===== config.mk =====
export PLATFORM = sky130hd
export DESIGN_NAME = jpeg_bit_packer_stuffing_core
export DESIGN_NICKNAME = d
export VERILOG_FILES = /design/src/sv/jbps_pkg.sv /design/src/sv/jbps_datapath.sv /design/src/sv/jbps_ctrl.sv /design/src/sv/jpeg_bit_packer_stuffing_core.sv
export SDC_FILE = /design/constraint.sdc
export NUM_CORES = 1
export LEC_CHECK = 0
export BUFFER_PORTS_ARGS = -buffer_cell sky130_fd_sc_hd__buf_4
export CAP_MARGIN = 15
export CORE_MARGIN = 8
export CORE_UTILIZATION = 30
export DETAILED_ROUTE_END_ITERATION = 10
export PLACE_DENSITY = 0.45
export SETUP_SLACK_MARGIN = 0.5
export SLEW_MARGIN = 20
export SYNTH_ARGS = -nofsm -noshare
export SYNTH_HDL_FRONTEND = slang
export SYNTH_SLANG_ARGS = --single-unit

===== constraint.sdc =====
create_clock -name clk_i -period 6.6 [get_ports clk_i]
set_clock_uncertainty 0.15 [all_clocks]
set_input_delay 1.32 -clock clk_i [delete_from_list [all_inputs] [get_ports clk_i]]
set_output_delay 1.32 -clock clk_i [all_outputs]
set_load 0.02 [all_outputs]

===== src/sv/jbps_pkg.sv =====
`timescale 1ns / 1ps

package jbps_pkg;

  localparam int unsigned CmdW     = 2;
  localparam int unsigned CodeW    = 16;
  localparam int unsigned LenW     = 5;
  localparam int unsigned ByteW    = 8;
  localparam int unsigned PendW    = 7;
  localparam int unsigned CntW     = 3;
  localparam int unsigned AccW     = PendW + CodeW;
  localparam int unsigned TotW     = 5;

  localparam logic [CmdW-1:0] CmdAppend = 2'd0;
  localparam logic [CmdW-1:0] CmdAlign  = 2'd1;
  localparam logic [CmdW-1:0] CmdRaw    = 2'd2;

  localparam logic [ByteW-1:0] ByteFf    = 8'hFF;
  localparam logic [ByteW-1:0] ByteStuff = 8'h00;

  // Controller to datapath.
  typedef struct packed {
    logic load;
    logic emit_byte;
    logic emit_stuff;
  } cmd_t;

  // Datapath to controller.
  typedef struct packed {
    logic ld_emits;
    logic more;
    logic final_byte;
    logic byte_ff;
    logic out_free;
  } sts_t;

endpackage


===== src/sv/jbps_datapath.sv =====
`timescale 1ns / 1ps

module jbps_datapath (
  input  logic                             clk_i,
  input  logic                             rst_ni,
  input  jbps_pkg::cmd_t                   cmd_i,
  output jbps_pkg::sts_t                   sts_o,
  input  logic [jbps_pkg::CmdW-1:0]        command_i,
  input  logic [jbps_pkg::CodeW-1:0]       code_value_i,
  input  logic [jbps_pkg::LenW-1:0]        code_length_i,
  input  logic [jbps_pkg::ByteW-1:0]       raw_byte_i,
  output logic                             out_valid_o,
  input  logic                             out_ready_i,
  output logic [jbps_pkg::ByteW-1:0]       out_byte_o,
  output logic                             last_o
);

  logic [jbps_pkg::PendW-1:0] pend_q, pend_d;
  logic [jbps_pkg::CntW-1:0]  cnt_q, cnt_d;
  logic [jbps_pkg::AccW-1:0]  acc_q, acc_d;
  logic [jbps_pkg::TotW-1:0]  tot_q, tot_d;
  logic                       raw_q, raw_d;
  logic                       out_valid_q, out_valid_d;
  logic [jbps_pkg::ByteW-1:0] out_byte_q, out_byte_d;
  logic                       last_q, last_d;

  logic [jbps_pkg::LenW-1:0]  len_sat;
  logic [16:0]                code_mask;
  logic [jbps_pkg::CodeW-1:0] code_m;
  logic [jbps_pkg::AccW-1:0]  acc_app;
  logic [jbps_pkg::TotW-1:0]  tot_app;
  logic [7:0]                 pend_mask;
  logic [3:0]                 pad;
  logic [15:0]                al_w;
  logic [jbps_pkg::TotW-1:0]  sh;
  logic [jbps_pkg::AccW-1:0]  cur_w;
  logic [jbps_pkg::ByteW-1:0] cur_byte;
  logic                       byte_ff;

  // Append: saturate the length, drop code bits above it.
  always_comb begin
    len_sat   = (code_length_i > 5'd16) ? 5'd16 : code_length_i;
    code_mask = (17'd1 << len_sat) - 17'd1;
    code_m    = code_value_i & code_mask[15:0];
    acc_app   = ({16'd0, pend_q} << len_sat) | {7'd0, code_m};
    tot_app   = {2'd0, cnt_q} + len_sat;
    pend_mask = (8'd1 << tot_app[2:0]) - 8'd1;
    pad       = 4'd8 - {1'b0, cnt_q};
    al_w      = ({9'd0, pend_q} << pad) | ((16'd1 << pad) - 16'd1);
  end

  always_comb begin
    acc_d  = acc_q;
    tot_d  = tot_q;
    raw_d  = raw_q;
    pend_d = pend_q;
    cnt_d  = cnt_q;
    if (cmd_i.load) begin
      raw_d = 1'b0;
      unique case (command_i)
        jbps_pkg::CmdAppend: begin
          acc_d  = acc_app;
          tot_d  = tot_app;
          pend_d = acc_app[6:0] & pend_mask[6:0];
          cnt_d  = tot_app[2:0];
        end
        jbps_pkg::CmdAlign: begin
          acc_d  = {15'd0, al_w[7:0]};
          tot_d  = (cnt_q != 3'd0) ? 5'd8 : 5'd0;
          pend_d = '0;
          cnt_d  = '0;
        end
        jbps_pkg::CmdRaw: begin
          acc_d = {15'd0, raw_byte_i};
          tot_d = 5'd8;
          raw_d = 1'b1;
        end
        default: begin
          tot_d = 5'd0;
        end
      endcase
    end else if (cmd_i.emit_byte) begin
      tot_d = tot_q - 5'd8;
    end
  end

  // Byte at the top of the valid window.
  always_comb begin
    sh       = tot_q - 5'd8;
    cur_w    = acc_q >> sh;
    cur_byte = cur_w[7:0];
    byte_ff  = (cur_byte == jbps_pkg::ByteFf) && !raw_q;
  end

  always_comb begin
    out_valid_d = out_valid_q;
    out_byte_d  = out_byte_q;
    last_d      = last_q;
    if (out_valid_q && out_ready_i) begin
      out_valid_d = 1'b0;
    end
    if (cmd_i.emit_byte) begin
      out_valid_d = 1'b1;
      out_byte_d  = cur_byte;
      last_d      = (tot_q < 5'd16) && !byte_ff;
    end else if (cmd_i.emit_stuff) begin
      out_valid_d = 1'b1;
      out_byte_d  = jbps_pkg::ByteStuff;
      last_d      = (tot_q < 5'd8);
    end
  end

  always_comb begin
    sts_o.ld_emits   = (command_i == jbps_pkg::CmdRaw) ||
                       ((command_i == jbps_pkg::CmdAppend) && (tot_app >= 5'd8)) ||
                       ((command_i == jbps_pkg::CmdAlign) && (cnt_q != 3'd0));
    sts_o.more       = (tot_q >= 5'd8);
    sts_o.final_byte = (tot_q < 5'd16);
    sts_o.byte_ff    = byte_ff;
    sts_o.out_free   = !out_valid_q || out_ready_i;
  end

  always_ff @(posedge clk_i or negedge rst_ni) begin
    if (!rst_ni) begin
      pend_q      <= '0;
      cnt_q       <= '0;
      tot_q       <= '0;
      raw_q       <= 1'b0;
      out_valid_q <= 1'b0;
    end else begin
      pend_q      <= pend_d;
      cnt_q       <= cnt_d;
      tot_q       <= tot_d;
      raw_q       <= raw_d;
      out_valid_q <= out_valid_d;
    end
  end

  always_ff @(posedge clk_i) begin
    acc_q      <= acc_d;
    out_byte_q <= out_byte_d;
    last_q     <= last_d;
  end

  assign out_valid_o = out_valid_q;
  assign out_byte_o  = out_byte_q;
  assign last_o      = last_q;

  // A stuffed zero only ever follows a 0xFF byte.
  a_stuff_after_ff: assert property (@(posedge clk_i) disable iff (!rst_ni)
    cmd_i.emit_stuff |-> (out_byte_q == jbps_pkg::ByteFf) && !last_q)
    else $error("stuffed zero without preceding 0xFF");

  // Never overwrite a beat still waiting at the output.
  a_no_overrun: assert property (@(posedge clk_i) disable iff (!rst_ni)
    (cmd_i.emit_byte || cmd_i.emit_stuff) |-> (!out_valid_q || out_ready_i))
    else $error("output beat overwritten");

endmodule


===== src/sv/jbps_ctrl.sv =====
`timescale 1ns / 1ps

module jbps_ctrl (
  input  logic           clk_i,
  input  logic           rst_ni,
  input  logic           in_valid_i,
  output logic           in_ready_o,
  input  jbps_pkg::sts_t sts_i,
  output jbps_pkg::cmd_t cmd_o
);

  localparam logic [1:0] StIdle  = 2'd0;
  localparam logic [1:0] StEmit  = 2'd1;
  localparam logic [1:0] StStuff = 2'd2;

  logic [1:0] state_q, state_d;

  always_comb begin
    state_d    = state_q;
    in_ready_o = 1'b0;
    cmd_o      = '0;
    unique case (state_q)
      StIdle: begin
        in_ready_o = 1'b1;
        if (in_valid_i) begin
          cmd_o.load = 1'b1;
          if (sts_i.ld_emits) begin
            state_d = StEmit;
          end
        end
      end
      StEmit: begin
        if (sts_i.out_free) begin
          cmd_o.emit_byte = 1'b1;
          if (sts_i.byte_ff) begin
            state_d = StStuff;
          end else if (sts_i.final_byte) begin
            state_d = StIdle;
          end
        end
      end
      StStuff: begin
        if (sts_i.out_free) begin
          cmd_o.emit_stuff = 1'b1;
          state_d = sts_i.more ? StEmit : StIdle;
        end
      end
      default: begin
        state_d = StIdle;
      end
    endcase
  end

  always_ff @(posedge clk_i or negedge rst_ni) begin
    if (!rst_ni) begin
      state_q <= StIdle;
    end else begin
      state_q <= state_d;
    end
  end

  // Emit state is entered only with a whole byte pending.
  a_emit_has_byte: assert property (@(posedge clk_i) disable iff (!rst_ni)
    (state_q == StEmit) |-> sts_i.more)
    else $error("emit state without a complete byte");

  a_one_cmd: assert property (@(posedge clk_i) disable iff (!rst_ni)
    $onehot0({cmd_o.load, cmd_o.emit_byte, cmd_o.emit_stuff}))
    else $error("conflicting datapath commands");

endmodule


===== src/sv/jpeg_bit_packer_stuffing_core.sv =====
`timescale 1ns / 1ps

// JPEG entropy bit writer with 0xFF byte stuffing. Each input beat carries a
// command: append (code_value_i, low code_length_i bits, MSB first, length
// saturated at 16), align (pad pending bits with ones to a byte and empty the
// store) or raw (raw_byte_i emitted unstuffed, pending bits kept). Completed
// bytes leave one per output beat; a 0xFF from append or align is followed by
// a 0x00 beat, and last_o marks the final beat caused by an input. An input
// beat is loaded on the controller's load command, and each output beat it
// causes then passes through the single output register, issued only while
// that register is free; an item yields at most four output beats. The next
// input beat is accepted once the controller has sent the previous item's
// last byte into the output register, even while that byte still waits to
// be taken.
module jpeg_bit_packer_stuffing_core (
  input  logic                        clk_i,
  input  logic                        rst_ni,
  input  logic                        in_valid_i,
  output logic                        in_ready_o,
  input  logic [jbps_pkg::CmdW-1:0]   command_i,
  input  logic [jbps_pkg::CodeW-1:0]  code_value_i,
  input  logic [jbps_pkg::LenW-1:0]   code_length_i,
  input  logic [jbps_pkg::ByteW-1:0]  raw_byte_i,
  output logic                        out_valid_o,
  input  logic                        out_ready_i,
  output logic [jbps_pkg::ByteW-1:0]  out_byte_o,
  output logic                        last_o
);

  // Command and status between sequencer and datapath.
  jbps_pkg::cmd_t cmd;
  jbps_pkg::sts_t sts;

  jbps_ctrl u_ctrl (
    .clk_i      (clk_i),
    .rst_ni     (rst_ni),
    .in_valid_i (in_valid_i),
    .in_ready_o (in_ready_o),
    .sts_i      (sts),
    .cmd_o      (cmd)
  );

  jbps_datapath u_datapath (
    .clk_i         (clk_i),
    .rst_ni        (rst_ni),
    .cmd_i         (cmd),
    .sts_o         (sts),
    .command_i     (command_i),
    .code_value_i  (code_value_i),
    .code_length_i (code_length_i),
    .raw_byte_i    (raw_byte_i),
    .out_valid_o   (out_valid_o),
    .out_ready_i   (out_ready_i),
    .out_byte_o    (out_byte_o),
    .last_o        (last_o)
  );

endmodule

==> Word-level counts from Yosys, hierarchy flattened <==
Index checks and enable logic that the tools add are counted.
{ "op_classes": {"n_addsub": 6, "order_cmp": 5, "n_eq_ne": 10, "n_shift": 6, "mux": 30, "n_bitwise": 4, "reduce_logical": 22} }
{ "ops": {"columns": ["operator", "n"], "rows": [
  ["case mux 23 bit (3 select lines)", 1],
  ["OR 23 x 16 -> 23 bit", 1],
  ["<< shifter 7 x 5 -> 23 bit", 1],
  ["right shift 23 x 5 -> 8 bit", 1],
  ["bitwise AND 16 bit", 1],
  ["2-to-1 mux 8 bit", 2],
  ["<< shifter 1 x 5 -> 16 bit, first input constant", 1],
  ["subtractor 16 x 1 -> 16 bit, second input constant", 1],
  ["2-to-1 mux 5 bit", 3],
  ["case mux 5 bit (3 select lines)", 1],
  ["case mux 7 bit (2 select lines)", 1],
  ["2-to-1 mux 1 bit", 13],
  ["2-to-1 mux 2 bit", 6],
  [">= comparator 5 x 4 -> 1 bit, second input constant", 2],
  ["nonzero test 3 bit", 3],
  ["== test 8 bit, second input constant", 1],
  ["inequality test 2 bit, second input constant", 4],
  ["OR 8 bit", 1],
  ["<< shifter 1 x 4 -> 8 bit, first input constant", 1],
  ["<< shifter 7 x 4 -> 8 bit", 1],
  ["subtractor 8 x 1 -> 8 bit, second input constant", 1],
  ["bitwise AND 7 bit", 1],
  ["<< shifter 1 x 3 -> 7 bit, first input constant", 1],
  ["subtractor 7 x 1 -> 7 bit, second input constant", 1],
  ["19 further kinds", 33]
]} }
{ "totals": {"reg_bits": 51, "input_bits": 35, "word_cells": 92} }

==> Longest topological paths before layout <==
Gate-level depths: netlist of the first run.
{ "logic_depth": {"ltp_word": 10, "ltp_mapped": 13} }

==> Hierarchy <==
Synthesis of the first run repeated with hierarchy kept, for this count alone.
{ "unflattened": {"cells_unflattened": 536, "area_unflattened_um2": 4729.5} }
{ "modules_own_cells": {"columns": ["mod", "instances", "cells_per_inst", "area_per_inst_um2", "seq_area_each_um2"], "rows": [
  ["jbps_datapath", 1, 524, 4603.2, 1386.3],
  ["jbps_ctrl", 1, 12, 126.4, 50.0]
]} }

==> Worst setup path after synthesis of the first run <==
OpenSTA, ideal clock, no wires.
{ "synth_timing": {"kind": "input to register", "from": "input port code_length_i[4] (netlist name)", "to": "register u_datapath.acc_q[6] (netlist name), data pin", "setup_ns": 0.260, "arrival_ns": 3.283, "required_time_ns": 6.190, "slack_ns": 2.907, "stages": 12, "path_buffers": 3, "path_cell_list": "clkbuf_1 nand2b_1 clkbuf_1 inv_1 nor2_1 nand3_1 ha_1 clkbuf_1 a21oi_1 o21ai_0 a22o_1 a2bb2oi_1"} }
{ "synth_via": {"elab_chain_len": 7, "elab_cells_between_ends": 8, "cone_classes": "add/sub: 1; order compare: 1; shift: 2; mux: 2; bitwise: 2"} }
{ "synth_rtl": {"columns": ["element", "line", "rtl"], "rows": [
  ["start: declaration", "jpeg_bit_packer_stuffing_core.sv:22", "input logic [jbps_pkg::LenW-1:0] code_length_i,"],
  ["> comparator 5 bit", "jbps_datapath.sv:42", "len_sat = (code_length_i > 5'd16) ? 5'd16 : code_length_i;"],
  ["2-to-1 mux 5 bit *", "jbps_datapath.sv:42", null],
  ["<< shifter 1 x 5 -> 16 bit", "jbps_datapath.sv:43", "code_mask = (17'd1 << len_sat) - 17'd1;"],
  ["subtractor 16 x 1 -> 16 bit", "jbps_datapath.sv:43", null],
  ["bitwise AND 16 bit", "jbps_datapath.sv:44", "code_m = code_value_i & code_mask[15:0];"],
  ["OR 23 x 16 -> 23 bit *", "jbps_datapath.sv:45", "acc_app = ({16'd0, pend_q} << len_sat) | {7'd0, code_m};"],
  ["case mux 23 bit (3 select lines) *", "jbps_datapath.sv:60", "unique case (command_i)"],
  ["end signal: assignment", "jbps_datapath.sv:140", "acc_q <= acc_d;"],
  ["end: declaration", "jbps_datapath.sv:20", "logic [jbps_pkg::AccW-1:0] acc_q, acc_d;"]
]} }
Mark *: on every way between the ends. The rest lies on a longest branch, timed or not.
A chain may end at the register's enable or synchronous reset.

==> Worst setup path after layout of the first run <==
{ "layout_timing": {"from": "input port code_length_i[4] (netlist name)", "to": "register u_ctrl.state_q[0]"} }
{ "layout_via": {"elab_chain_len": 9} }
{ "layout_rtl": {"columns": ["element", "line", "rtl"], "rows": [
  ["> comparator 5 bit", "jbps_datapath.sv:42", null],
  ["2-to-1 mux 5 bit *", "jbps_datapath.sv:42", null],
  ["adder 3 x 5 -> 5 bit *", "jbps_datapath.sv:46", "tot_app = {2'd0, cnt_q} + len_sat;"],
  [">= comparator 5 x 4 -> 1 bit *", "jbps_datapath.sv:115", "((command_i == jbps_pkg::CmdAppend) && (tot_app >= 5'd8)) ||"],
  ["logical AND 1 bit *", "jbps_datapath.sv:115", null],
  ["logical OR 1 bit *", "jbps_datapath.sv:114", "sts_o.ld_emits = (command_i == jbps_pkg::CmdRaw) ||"],
  ["logical OR 1 bit *", "jbps_datapath.sv:115", null],
  ["inequality test 2 bit (no line) *", null, null],
  ["AND reduction 5 bit (no line) *", null, null],
  ["end signal: assignment", "jbps_ctrl.sv:56", "state_q <= StIdle;"],
  ["end signal: assignment", "jbps_ctrl.sv:58", "state_q <= state_d;"],
  ["end: declaration", "jbps_ctrl.sv:16", "logic [1:0] state_q, state_d;"]
]} }
Marks and branches as above.

==> results of run 1 <==
[synth_stat cells (all sizes together), types with 4 or more instances]
library cell	n	area (um^2)
nor2	64	240
nand2	62	233
a21oi	38	190
o21ai	37	185
edfxtp	32	961
mux2i	30	300
clkbuf	26	97.6
dfrtp	19	475
buf	16	116
ha	16	200
mux2	15	173
nand3	15	75.1
mux4	14	315
inv	13	48.8
nor2b	12	75.1
nand2b	9	63.8
nor3	9	45.0
a221oi	7	61.3
a22o	7	61.3
a22oi	7	52.6
a31oi	6	37.5
o31ai	6	45.0
a211oi	5	37.5
a32oi	5	43.8
o22ai	5	31.3
nor4	4	25.0
xnor2	4	35.0
[logic make-up after synthesis]
kind of cell             count (synthesis)  synth area share (%)
XOR/XNOR                                 5                 0.947
flip-flops                              51                  31.1
AND/OR/NAND/NOR                        194                  19.3
AO/OA/AOI/OAI                          149                  21.0
buffers and inverters                   57                  5.85
multiplexers                            59                  17.1
adder cells (fa/ha/maj)                 17                  4.76
[worst paths after layout]
| path | endpoint | slack, ns | cells after the start |
|---|---|---|---|
| setup / recovery | u_ctrl.state_q[0]$_DFFE_PN0P_ | 2.54 | 10 |
| hold / removal | u_datapath.raw_q$_DFFE_PN0P_ | 0.40 | 1 |
| setup reg to reg | u_datapath.acc_q[4]$_DFFE_PP_ | 2.81 | 11 |
| hold reg to reg | u_datapath.raw_q$_DFFE_PN0P_ | 0.40 | 1 |
| max in group asynchronous | u_datapath.raw_q$_DFFE_PN0P_ | 5.34 | 1 |
| min in group asynchronous | u_datapath.pend_q[4]$_DFFE_PN0P_ | 0.73 | 1 |
[registers in the layout, indices dropped and copies added, names as in the netlist]
signal,cells
u_ctrl.state_q,2
u_datapath.acc_q,23
u_datapath.cnt_q,3
u_datapath.last_o,1
u_datapath.out_byte_o,8
u_datapath.out_valid_o,1
u_datapath.pend_q,7
u_datapath.raw_q,1
u_datapath.tot_q,5
[layer usage]
layer | vias up | track usage [%]
met5 | - | 0
met4 | 0 | 4.17
met3 | 15 | 2.65
met2 | 97 | 23.8
met1 | 1978 | 19.0
li1 | 2003 | -
[critical path, cell delays in order]
cell and delay [ns]:
buf_4 0.21, nor2b_1 0.73, ha_1 0.34, a21o_1 0.13, a21oi_1 0.07, xnor2_1 0.15
a2111oi_0 0.81, o21a_1 0.18, o41ai_1 0.06, o21a_1 0.10
[power by group]
| group | leakage (nW) | switching, mW | internal, mW |
|---|---|---|---|
| clock | 0.0708 | 0.133 | 0.143 |
| sequential | 0.560 | 0.117 | 0.442 |
| combinational | 1.29 | 0.664 | 0.455 |
[cell type report]
class	count	area, um^2
multi-input cells	424	2920
clock buffers	5	125
fillers	1582	9980
well taps	188	235
inverters	15	56.3
clock inverters	3	22.5
repair buffers	50	375
flip-flops and latches	51	1440
[metrics by stage]
step	setup slack [ns]	cells
after floorplan	2.91	532
after global placement	2.38	728
after detailed placement	2.30	728
after CTS	2.58	736
after global routing	2.41	736
final	2.54	736
==> reports/results.ini, run 1 <==
[placed_design]
gp_congestion = 0.877
dp_hpwl_mm = 10.7
place.port_buffers = 45
placed_area_um2 = 5020

[pwr]
p_leak_nw = 1.92
totalPowerFinal_mw = 1.95
powerDensity_nw_per_um2 = 378
peakVddDrop_mv = 0.134

[cells_and_area]
fin_nets = 599
drive_gt1_share_pct = 17.3
most-common-layout-cells = 63 x nor2_1, 62 x nand2_1, 50 x buf_4
final_common_cell = nor2_1
diodes = 0
post-route-util_pct = 34.1
area_growth_pct = 11.8
fin_area_um2 = 5170

[worst_setup_path]
worstPathMaxFanout = 30
critPathArrivalTime_ns = 4.11
crit_type = primary input to flop
setup.worst_path.start = code_length_i[4]
cp-start-kind = primary input
r2r_start = u_datapath.cnt_q[0]$_DFFE_PN0P_
cp-end-kind = flop
cp.required_ns = 6.65

[route]
antenna_left = 0
drt-total-wl_mm = 14.1
dr.max_layer_used = met4
post_drt_wl_per_cell_um = 19.1
wl_met1_mm = 6.58
via_count = 4093
drtIter0Drc = 370
wl_met2_mm = 6.77
first_pass_iters = 5
drt-vias-per-instance = 5.56
drcViolationCount = 0
wl_met3_um = 508

[clock_tree]
worstSkewPairLatency_ns = 0.30
clock-sinks = 51
post_cts_buffers = 0
cts_buffers = 5
clk_pin_slew_ns = 0.08
ctsHoldBuffers = 0
cts.repair.resized = 0
cts_tree = yes
clock_path_buffers = 2
h-tree-depth = 2
root_buffer = clkbuf_16

[sta]
rsz0062_at_grt = no
post-route-period-util_pct = 61.5
relSlewSlack_pct = 39.6
fin_setup_tns_ns = 0
final-max-slew-violation-count = 0
fin_hold_ws_ns = 0.396
timing.final.hold_violations = 0
tightest_slew_ns = 0.905
setup_viol = 0
max_freq_mhz = 246
min_period_ns = 4.06

[yosys]
synth-edff-count = 32
ys_seq_elements = 51
ys_types = 66
postSynthAreaPerCell_um2 = 8.69
synth_ff_type = edfxtp_1
async_flop_share_pct = 37.3
syn_nets = 584
seq_area_frac_synth_pct = 31.1
yosys_warnings = 0
mappedNetlistArea_um2 = 4620
synthCells = 532

[grt]
grt_start_max_net_pins = 35
overflow = 0
antenna_found_initial = 0
grt_usage_pct = 14.5
grt_pass1_vias = 4084
grt_pass1_wl_mm = 22.7

[hold_path]
min-delay-start = u_datapath.raw_q$_DFFE_PN0P_
min_path_type = flop to flop

[floorplanning]
coreArea_um2 = 15100
io_pins = 46
initial_core_util_pct = 30.5
die_h_um = 140
die_area_um2 = 19600
die_x_um = 140
fp-row-count = 45

[outcome]
status = complete, no violations

[job]
drv_cap = 0

Note: power is estimated with default switching activity, not from simulation.
==> run 2: changes to the inputs <==
--- a/config.mk
+++ b/config.mk
@@ -5,12 +5,13 @@
 export SDC_FILE = /design/constraint.sdc
 export NUM_CORES = 1
 export LEC_CHECK = 0
+export ABC_AREA = 1
 export BUFFER_PORTS_ARGS = -buffer_cell sky130_fd_sc_hd__buf_4
 export CAP_MARGIN = 15
 export CORE_MARGIN = 8
 export CORE_UTILIZATION = 30
 export DETAILED_ROUTE_END_ITERATION = 10
-export PLACE_DENSITY = 0.45
+export PLACE_DENSITY = 0.47
 export SETUP_SLACK_MARGIN = 0.5
 export SLEW_MARGIN = 20
 export SYNTH_ARGS = -nofsm -noshare
==> constraint.sdc (replaced) <==
create_clock -name clk_i -period 3.65 [get_ports clk_i]
set_clock_uncertainty 0.15 [all_clocks]
set_input_delay 0.73 -clock clk_i [delete_from_list [all_inputs] [get_ports clk_i]]
set_output_delay 0.73 -clock clk_i [all_outputs]
set_load 0.02 [all_outputs]
==> run 2 against run 1 <==
  * Total power is 99% higher
  * Sequential share of layout area is 0.77 points lower
  * Clock power is 81% higher
  * Synthesized cell count is 32% higher
  * Core utilization is 1.0 points higher
  * Area after synthesis is 0.51% higher
  * Register-to-register slack worse by 2.0 ns
  * Flip-flop and latch count stayed put
  * Global-route usage is 1.1 points higher
  * First-iteration DRC count is 4.1% higher
  * Sequential power is 78% higher
==> reports/results.ini, run 2 <==
[yosys]
ys_types = 48  ; -27%
synth_most_common_cell = nand2_1
yosys.area.top_type = edfxtp_1
yosys_warnings = 0  ; unchanged
synth-edff-count = 32  ; unchanged
async_flop_share_pct = 37.3  ; unchanged
mappedNetlistArea_um2 = 4650  ; +0.51%
netlist_top_cells_area = edfxtp_1 21%, nand2_1 17%, nand3_1 13%
ys_seq_elements = 51  ; unchanged
synthCells = 704  ; +32%
synth_ff_type = edfxtp_1
seq_area_frac_synth_pct = 30.9  ; -0.16 points
syn_nets = 756  ; +29%
ys_top_cells_by_count = 205 x nand2_1, 119 x nand3_1, 61 x inv_1, 58 x nor2_1, 37 x o21ai_0
postSynthAreaPerCell_um2 = 6.60  ; -24%
synth_top_area_share_pct = 20.7  ; -0.11 points

[route]
post_drt_wl_per_cell_um = 16.4  ; -14%
drt-vias-per-instance = 5.23  ; -6.0%
drt-total-wl_mm = 15.3  ; +8.3%
first_pass_iters = 5  ; unchanged
drcViolationCount = 0  ; unchanged
drtIter0Drc = 385  ; +4.1%
via_count = 4864  ; +19%
antenna_left = 0  ; unchanged

[grt]
grt_usage_pct = 15.6  ; +1.1 points
grt_start_max_net_pins = 26  ; -26%
grt_pass1_vias = 4807  ; +18%
grt_pass1_wl_mm = 24.8  ; +8.8%
overflow = 0  ; unchanged
antenna_found_initial = 0  ; unchanged

[clock_tree]
worstSkewPairLatency_ns = 0.30  ; about the same
cts_buffers = 5  ; unchanged
clk_pin_slew_ns = 0.08  ; about the same
cts_tree = yes
clock_path_buffers = 2  ; unchanged
post_cts_buffers = 0  ; unchanged
h-tree-depth = 2  ; unchanged
root_buffer = clkbuf_16
clock-sinks = 51  ; unchanged

[pwr]
peakVddDrop_mv = 0.227  ; +70%
totalPowerFinal_mw = 3.89  ; +99%
p_leak_nw = 2.45  ; +28%
powerDensity_nw_per_um2 = 732  ; +94%

[hold_path]
min_path_type = primary input to asynchronous set/reset pin

[sta]
rsz0062_at_grt = no
max_freq_mhz = 348
fin_setup_tns_ns = 0  ; unchanged
relSlewSlack_pct = 51.7  ; +12 points
fin_hold_ws_ns = 0.145  ; -0.251 ns
timing.final.hold_violations = 0  ; unchanged
setup_viol = 0  ; unchanged
post-route-period-util_pct = 78.6
min_period_ns = 2.87
tightest_slew_ns = 0.721  ; -0.183 ns
final-max-slew-violation-count = 0  ; unchanged

[cells_and_area]
fin_nets = 793  ; +32%
final_common_cell = nand2_1
fillCellCount = 1683  ; +6.4%
multiInputGateArea_um2 = 2800  ; -4.1%
seqCellArea_um2 = 1440  ; about the same
largest_reg_flops = 23  ; unchanged
most-common-layout-cells = 205 x nand2_1, 119 x nand3_1, 61 x inv_1
area_growth_pct = 14.5
drive_gt1_share_pct = 14.6  ; -2.8 points
diodes = 0  ; unchanged
top_register = u_datapath.acc_q

[job]
drv_cap = 0  ; unchanged

[floorplanning]
fp-row-count = 45  ; unchanged
coreArea_um2 = 15100  ; unchanged
die_area_um2 = 19700  ; +0.46%
die_h_um = 140  ; +0.23%
io_pins = 46  ; unchanged
die_x_um = 140  ; +0.23%
initial_core_util_pct = 30.7  ; +0.16 points

[worst_setup_path]
r2r_cells = 14  ; +3
critPathArrivalTime_ns = 2.78  ; -1.33 ns
cp-end-kind = flop
crit_slowest_cell = dfrtp_2
cp.required_ns = 3.56  ; -3.09 ns
r2r_start = u_datapath.cnt_q[1]$_DFFE_PN0P_
crit_type = flop to flop
crit_path_end = u_datapath.acc_q[6]$_DFFE_PP_
max_stage_delay_ns = 0.46  ; -0.35 ns
cp-start-kind = flop
cp_num_cells = 14  ; +4
crit_top_cell = nand2_1
worstPathCellList = inv_1, ha_1, ha_1, nor2_2, nand2_1, ha_1, inv_1, nor2_1, nand3_1, nand2_1, o21ai_0, nand2_1, nand2_1, nand2_1
setup.worst_path.start = u_datapath.cnt_q[1]$_DFFE_PN0P_
worstPathMaxFanout = 8  ; -73%
r2r-end = u_datapath.acc_q[6]$_DFFE_PP_
r2r_setup_slack_ns = 0.78  ; -2.03 ns
crit_buf_inv = 2  ; +1
crit_family = simple AND/OR/NAND/NOR gates

[placed_design]
dp_hpwl_mm = 12.2  ; +14%
gp_congestion = 0.927  ; +5.6%
place.port_buffers = 45  ; unchanged

[outcome]
status = complete, no violations

[run 2: changes by cell type in the layout (fill, tap and decap cells not counted), moves of 30 or more]
| cell | delta |
|---|---|
| nand3_1 | +104 |
| nand2_1 | +143 |
| inv_1 | +49 |
| mux2i_1 | -30 |
[run 2: kinds of logic (layout without fill, tap and decap cells)]
family | count (synthesis) | count (layout) | synth area share (%)
adders and majority gates | 17 | 17 | 4.74
buffers and inverters | 100 | 138 | 9.02
and+or+nand+nor | 416 | 416 | 38.8
AOI/OAI and AO/OA | 118 | 118 | 16.2
DFF | 51 | 51 | 30.9
xor gates and xnor gates | 2 | 2 | 0.377
[run 2: how the worst min path moves through the flow]
stage,endpoint,depth (start not counted)
floorplan,u_ctrl.state_q[0]$_DFFE_PN0P_,0
global placement,u_datapath.pend_q[6]$_DFFE_PN0P_,2
detailed placement,u_datapath.pend_q[6]$_DFFE_PN0P_,2
CTS,u_datapath.tot_q[3]$_DFFE_PN0P_,1
global route,u_ctrl.state_q[1]$_DFFE_PN0P_,1
finish,u_ctrl.state_q[1]$_DFFE_PN0P_,1
[run 2: stage by stage]
step | setup slack (ns) | utilization [%] | instance area, um^2 | instances
finish | 0.780 | 35.1 | 5320 | 930
global route | 0.519 | 35.1 | 5320 | 930
CTS | 0.521 | 35.1 | 5310 | 930
detailed placement | 0.489 | 34.1 | 5160 | 922
global placement | 0.545 | 34.1 | 5160 | 922
floorplan | 0.894 | - | 4650 | 704
[run 2: layer usage]
metal / track usage (%) / vias to the layer above / share of wire [%] / routed length (um)
li1: - / 2450 / - / -
met1: 19.0 / 2259 / 44 / 6740
met2: 27.5 / 132 / 50 / 7600
met3: 2.51 / 23 / 3.9 / 601
met4: 4.74 / 0 / 2.0 / 312
met5: 0 / - / 0 / 0
[run 2: power by group]
part	internal (mW)	leakage, nW	switching (mW)	total (mW)
clock network	0.261	0.0762	0.236	0.498
registers	0.835	0.554	0.163	0.997
logic	0.795	1.82	1.60	2.40
total	1.89	2.45	2.00	3.89
[run 2: layout make-up]
type | instances | area share [%]
Clock buffer | 5 | 2.35
Clock inverter | 3 | 0.494
Inverter | 74 | 5.22
Multi-Input combinational cell | 553 | 52.6
Sequential cell | 51 | 27.0
Tap cell | 188 | 4.42
Timing Repair Buffer | 56 | 7.90
[run 2: what timing repair did]
action | in CTS | in global routing
endpoints found under the setup margin | 0 | 6
hold buffers | 0 | 0
gates resized for setup | 0 | 3
[run 2: worst register-to-register path, cell delays in order, from the launching register on]
cell and delay, ns:
dfrtp_2 0.46, inv_1 0.13, ha_1 0.20, ha_1 0.30
nor2_2 0.30, nand2_1 0.12, ha_1 0.23, inv_1 0.07
nor2_1 0.06, nand3_1 0.07, nand2_1 0.04, o21ai_0 0.22
nand2_1 0.10, nand2_1 0.10, nand2_1 0.06
==> run 3: changes to the inputs <==
--- a/config.mk
+++ b/config.mk
@@ -5,7 +5,7 @@
 export SDC_FILE = /design/constraint.sdc
 export NUM_CORES = 1
 export LEC_CHECK = 0
-export ABC_AREA = 1
+export ABC_AREA = 0
 export BUFFER_PORTS_ARGS = -buffer_cell sky130_fd_sc_hd__buf_4
 export CAP_MARGIN = 15
 export CORE_MARGIN = 8
==> constraint.sdc (replaced) <==
create_clock -name clk_i -period 2.5 [get_ports clk_i]
set_clock_uncertainty 0.15 [all_clocks]
set_input_delay 0.5 -clock clk_i [delete_from_list [all_inputs] [get_ports clk_i]]
set_output_delay 0.5 -clock clk_i [all_outputs]
set_load 0.02 [all_outputs]
==> run 3 against run 2 <==
  * Fmax is 9.4% higher
  * Worst hold slack improved by 0.21 ns
  * Core utilization grew 13 points
  * The run now ends with negative setup slack left
  * Wire length rose by 7.9%
  * First-iteration DRC count down 33%
  * Combinational power rose by 140%
  * Sequential power is 48% higher
  * Cell area rose by 38%
  * Clock power rose by 38%
  * Via count decreased by 2.0%
  * Register-to-register slack worse by 0.90 ns
  * Final cell count is 5.8% lower
  * Critical endpoint is now u_datapath.last_o$_DFFE_PP_
==> reports/results.ini, run 3 (synthesis results as in run 1) <==
[cells_and_area]
drive_gt1_share_pct = 53.1  ; +38 points
final_cells = 876  ; -5.8%
final_common_cell = buf_4
diodes = 0  ; unchanged
fillCellCount = 1382  ; -18%
most-common-layout-cells = 140 x buf_4, 55 x nand2_1, 52 x nor2_1
largest_reg_flops = 23  ; unchanged
area_growth_pct = 58.8
top_register = u_datapath.acc_q
fin_nets = 739  ; -6.8%

[floorplanning]
io_pins = 46  ; unchanged
initial_core_util_pct = 30.5  ; -0.16 points
die_area_um2 = 19600  ; -0.46%
coreArea_um2 = 15100  ; unchanged
die_h_um = 140  ; -0.23%
die_x_um = 140  ; -0.23%
fp-row-count = 45  ; unchanged

[worst_setup_path]
max_stage_delay_ns = 0.40  ; -0.06 ns
crit_path_end = u_datapath.last_o$_DFFE_PP_
setup.worst_path.start = u_datapath.tot_q[3]$_DFFE_PN0P_
r2r_setup_slack_ns = -0.12  ; -0.90 ns
cp-start-kind = flop
r2r_start = u_datapath.tot_q[3]$_DFFE_PN0P_
crit_family = simple AND/OR/NAND/NOR gates
crit_slowest_cell = dfrtp_1
critPathArrivalTime_ns = 2.53  ; -0.25 ns
r2r-end = u_datapath.last_o$_DFFE_PP_
cp_num_cells = 11  ; -3
r2r_cells = 11  ; -3
cp.required_ns = 2.40  ; -1.16 ns
cp-end-kind = flop
crit_type = flop to flop
worstPathCellList = inv_2, ha_4, buf_8, nor3b_4, buf_4, nand2_1, o22ai_1, nor4_2, nor4_1, nand4bb_1, a22o_1
crit_buf_inv = 3  ; +1
worstPathMaxFanout = 7  ; -1

[sta]
fin_hold_ws_ns = 0.354  ; +0.209 ns
rsz0062_at_grt = yes
min_period_ns = 2.62  ; -0.246 ns
max_freq_mhz = 381  ; +9.4%
post-route-period-util_pct = 105  ; +26 points
tightest_slew_ns = 0.782  ; +0.0605 ns
timing.final.hold_violations = 0  ; unchanged
setup_viol = 6  ; +6
worst_slack_ns = -0.124  ; -0.904 ns
final-max-slew-violation-count = 0  ; unchanged
relSlewSlack_pct = 47.7  ; -4.0 points

[pwr]
powerDensity_nw_per_um2 = 1070  ; +46%
totalPowerFinal_mw = 7.83  ; +100%
peakVddDrop_mv = 0.697  ; +210%
p_leak_nw = 2.84  ; +16%

[clock_tree]
clock_path_buffers = 2  ; unchanged
root_buffer = clkbuf_16
cts_buffers = 5  ; unchanged
clock-sinks = 51  ; unchanged
h-tree-depth = 2  ; unchanged
cts_tree = yes
worstSkewPairLatency_ns = 0.30  ; about the same
clk_pin_slew_ns = 0.08  ; about the same

[route]
drt-vias-per-instance = 5.44  ; +4.0%
drcViolationCount = 0  ; unchanged
drt-total-wl_mm = 16.5  ; +7.9%
antenna_left = 0  ; unchanged
post_drt_wl_per_cell_um = 18.8  ; +15%
via_count = 4765  ; -2.0%
first_pass_iters = 5  ; unchanged
drtIter0Drc = 258  ; -33%

[placed_design]
gp_congestion = 0.901  ; -2.8%
place_inst = 826  ; -10%
dp_hpwl_mm = 12.0  ; -1.5%
place.port_buffers = 45  ; unchanged

[outcome]
status = finished with violations
violations = negative setup slack

[grt]
antenna_found_initial = 0  ; unchanged
grt_usage_pct = 16.5  ; +0.92 points
grt_start_max_net_pins = 25  ; -3.8%
grt_pass1_wl_mm = 26.0  ; +4.8%
grt_pass1_vias = 4873  ; +1.4%
overflow = 0  ; unchanged

[job]
drv_cap = 0  ; unchanged

[hold_path]
min-delay-start = code_value_i[1]
min_path_type = primary input to flop

run 3: cell types whose count changed in the layout (fill, tap and decap cells not counted), sizes merged, moves of 14 or more:
cell	before	now
nand2	209	62
buf	56	187
nand3	120	15
inv	73	14
mux2i	0	30
o21ai	54	37
mux2	0	15
mux4	0	14
run 3: area by class of cell:
class                   count  area [um^2]  share of cell area [%]
repair buffers            190         1670                    22.8
well taps                 188          235                    3.20
clock buffers               5          125                    1.70
inverters                  15         71.3                   0.972
flip-flops and latches     51         1440                    19.6
multi-input cells         424         3780                    51.4
clock inverters             3         18.8                   0.256
run 3: routing by layer:
metal | vias up | part of all wire [%] | track usage, %
li1 | 2295 | - | -
met1 | 2296 | 44 | 20.1
met2 | 137 | 50 | 28.3
met3 | 37 | 3.4 | 3.02
met4 | 0 | 3.1 | 6.80
met5 | - | 0 | 0
run 3: timing repair:
action | 4_1_cts | 5_1_grt
gates cloned | 1 | 1
hold endpoints to repair | 19 | 0
buffers inserted | 24 | 15
endpoints found under the setup margin | 41 | 63
pin swaps | 45 | 35
gates resized for setup | 102 | 90
hold buffers | 1 | 0
run 3: tightest hold or removal path: cells and delay by family:
kind	cells	cell delay, ns
compound gates	2	0.18
buf+inv	1	0.08
run 3: where the power goes:
part / total (mW) / switching [mW] / leakage, nW / internal (mW)
clock: 0.686 / 0.315 / 0.0718 / 0.371
combinational: 5.67 / 2.74 / 2.21 / 2.93
sequential: 1.48 / 0.308 / 0.554 / 1.17
run 3: how the worst min path moves through the flow:
stage / endpoint / depth (start not counted)
2_1_floorplan: u_ctrl.state_q[0]$_DFFE_PN0P_ / 0
3_3_place_gp: u_datapath.out_valid_o$_DFFE_PN0P_ / 1
3_5_place_dp: u_datapath.out_valid_o$_DFFE_PN0P_ / 1
4_1_cts: u_datapath.pend_q[1]$_DFFE_PN0P_ / 3
5_1_grt: u_datapath.pend_q[1]$_DFFE_PN0P_ / 3
6_report: u_datapath.pend_q[1]$_DFFE_PN0P_ / 3
run 3: stage by stage:
stage	utilization [%]	instance area (um^2)	setup TNS, ns	worst slack, ns
3_5_place_dp	39.9	6040	-2.12	-0.334
4_1_cts	45.1	6830	-0.0216	-0.0216
3_3_place_gp	39.9	6040	-1.63	-0.363
6_report	48.5	7340	-0.373	-0.124
2_1_floorplan	-	4990	0	0.0153
5_1_grt	48.5	7340	-1.30	-0.230
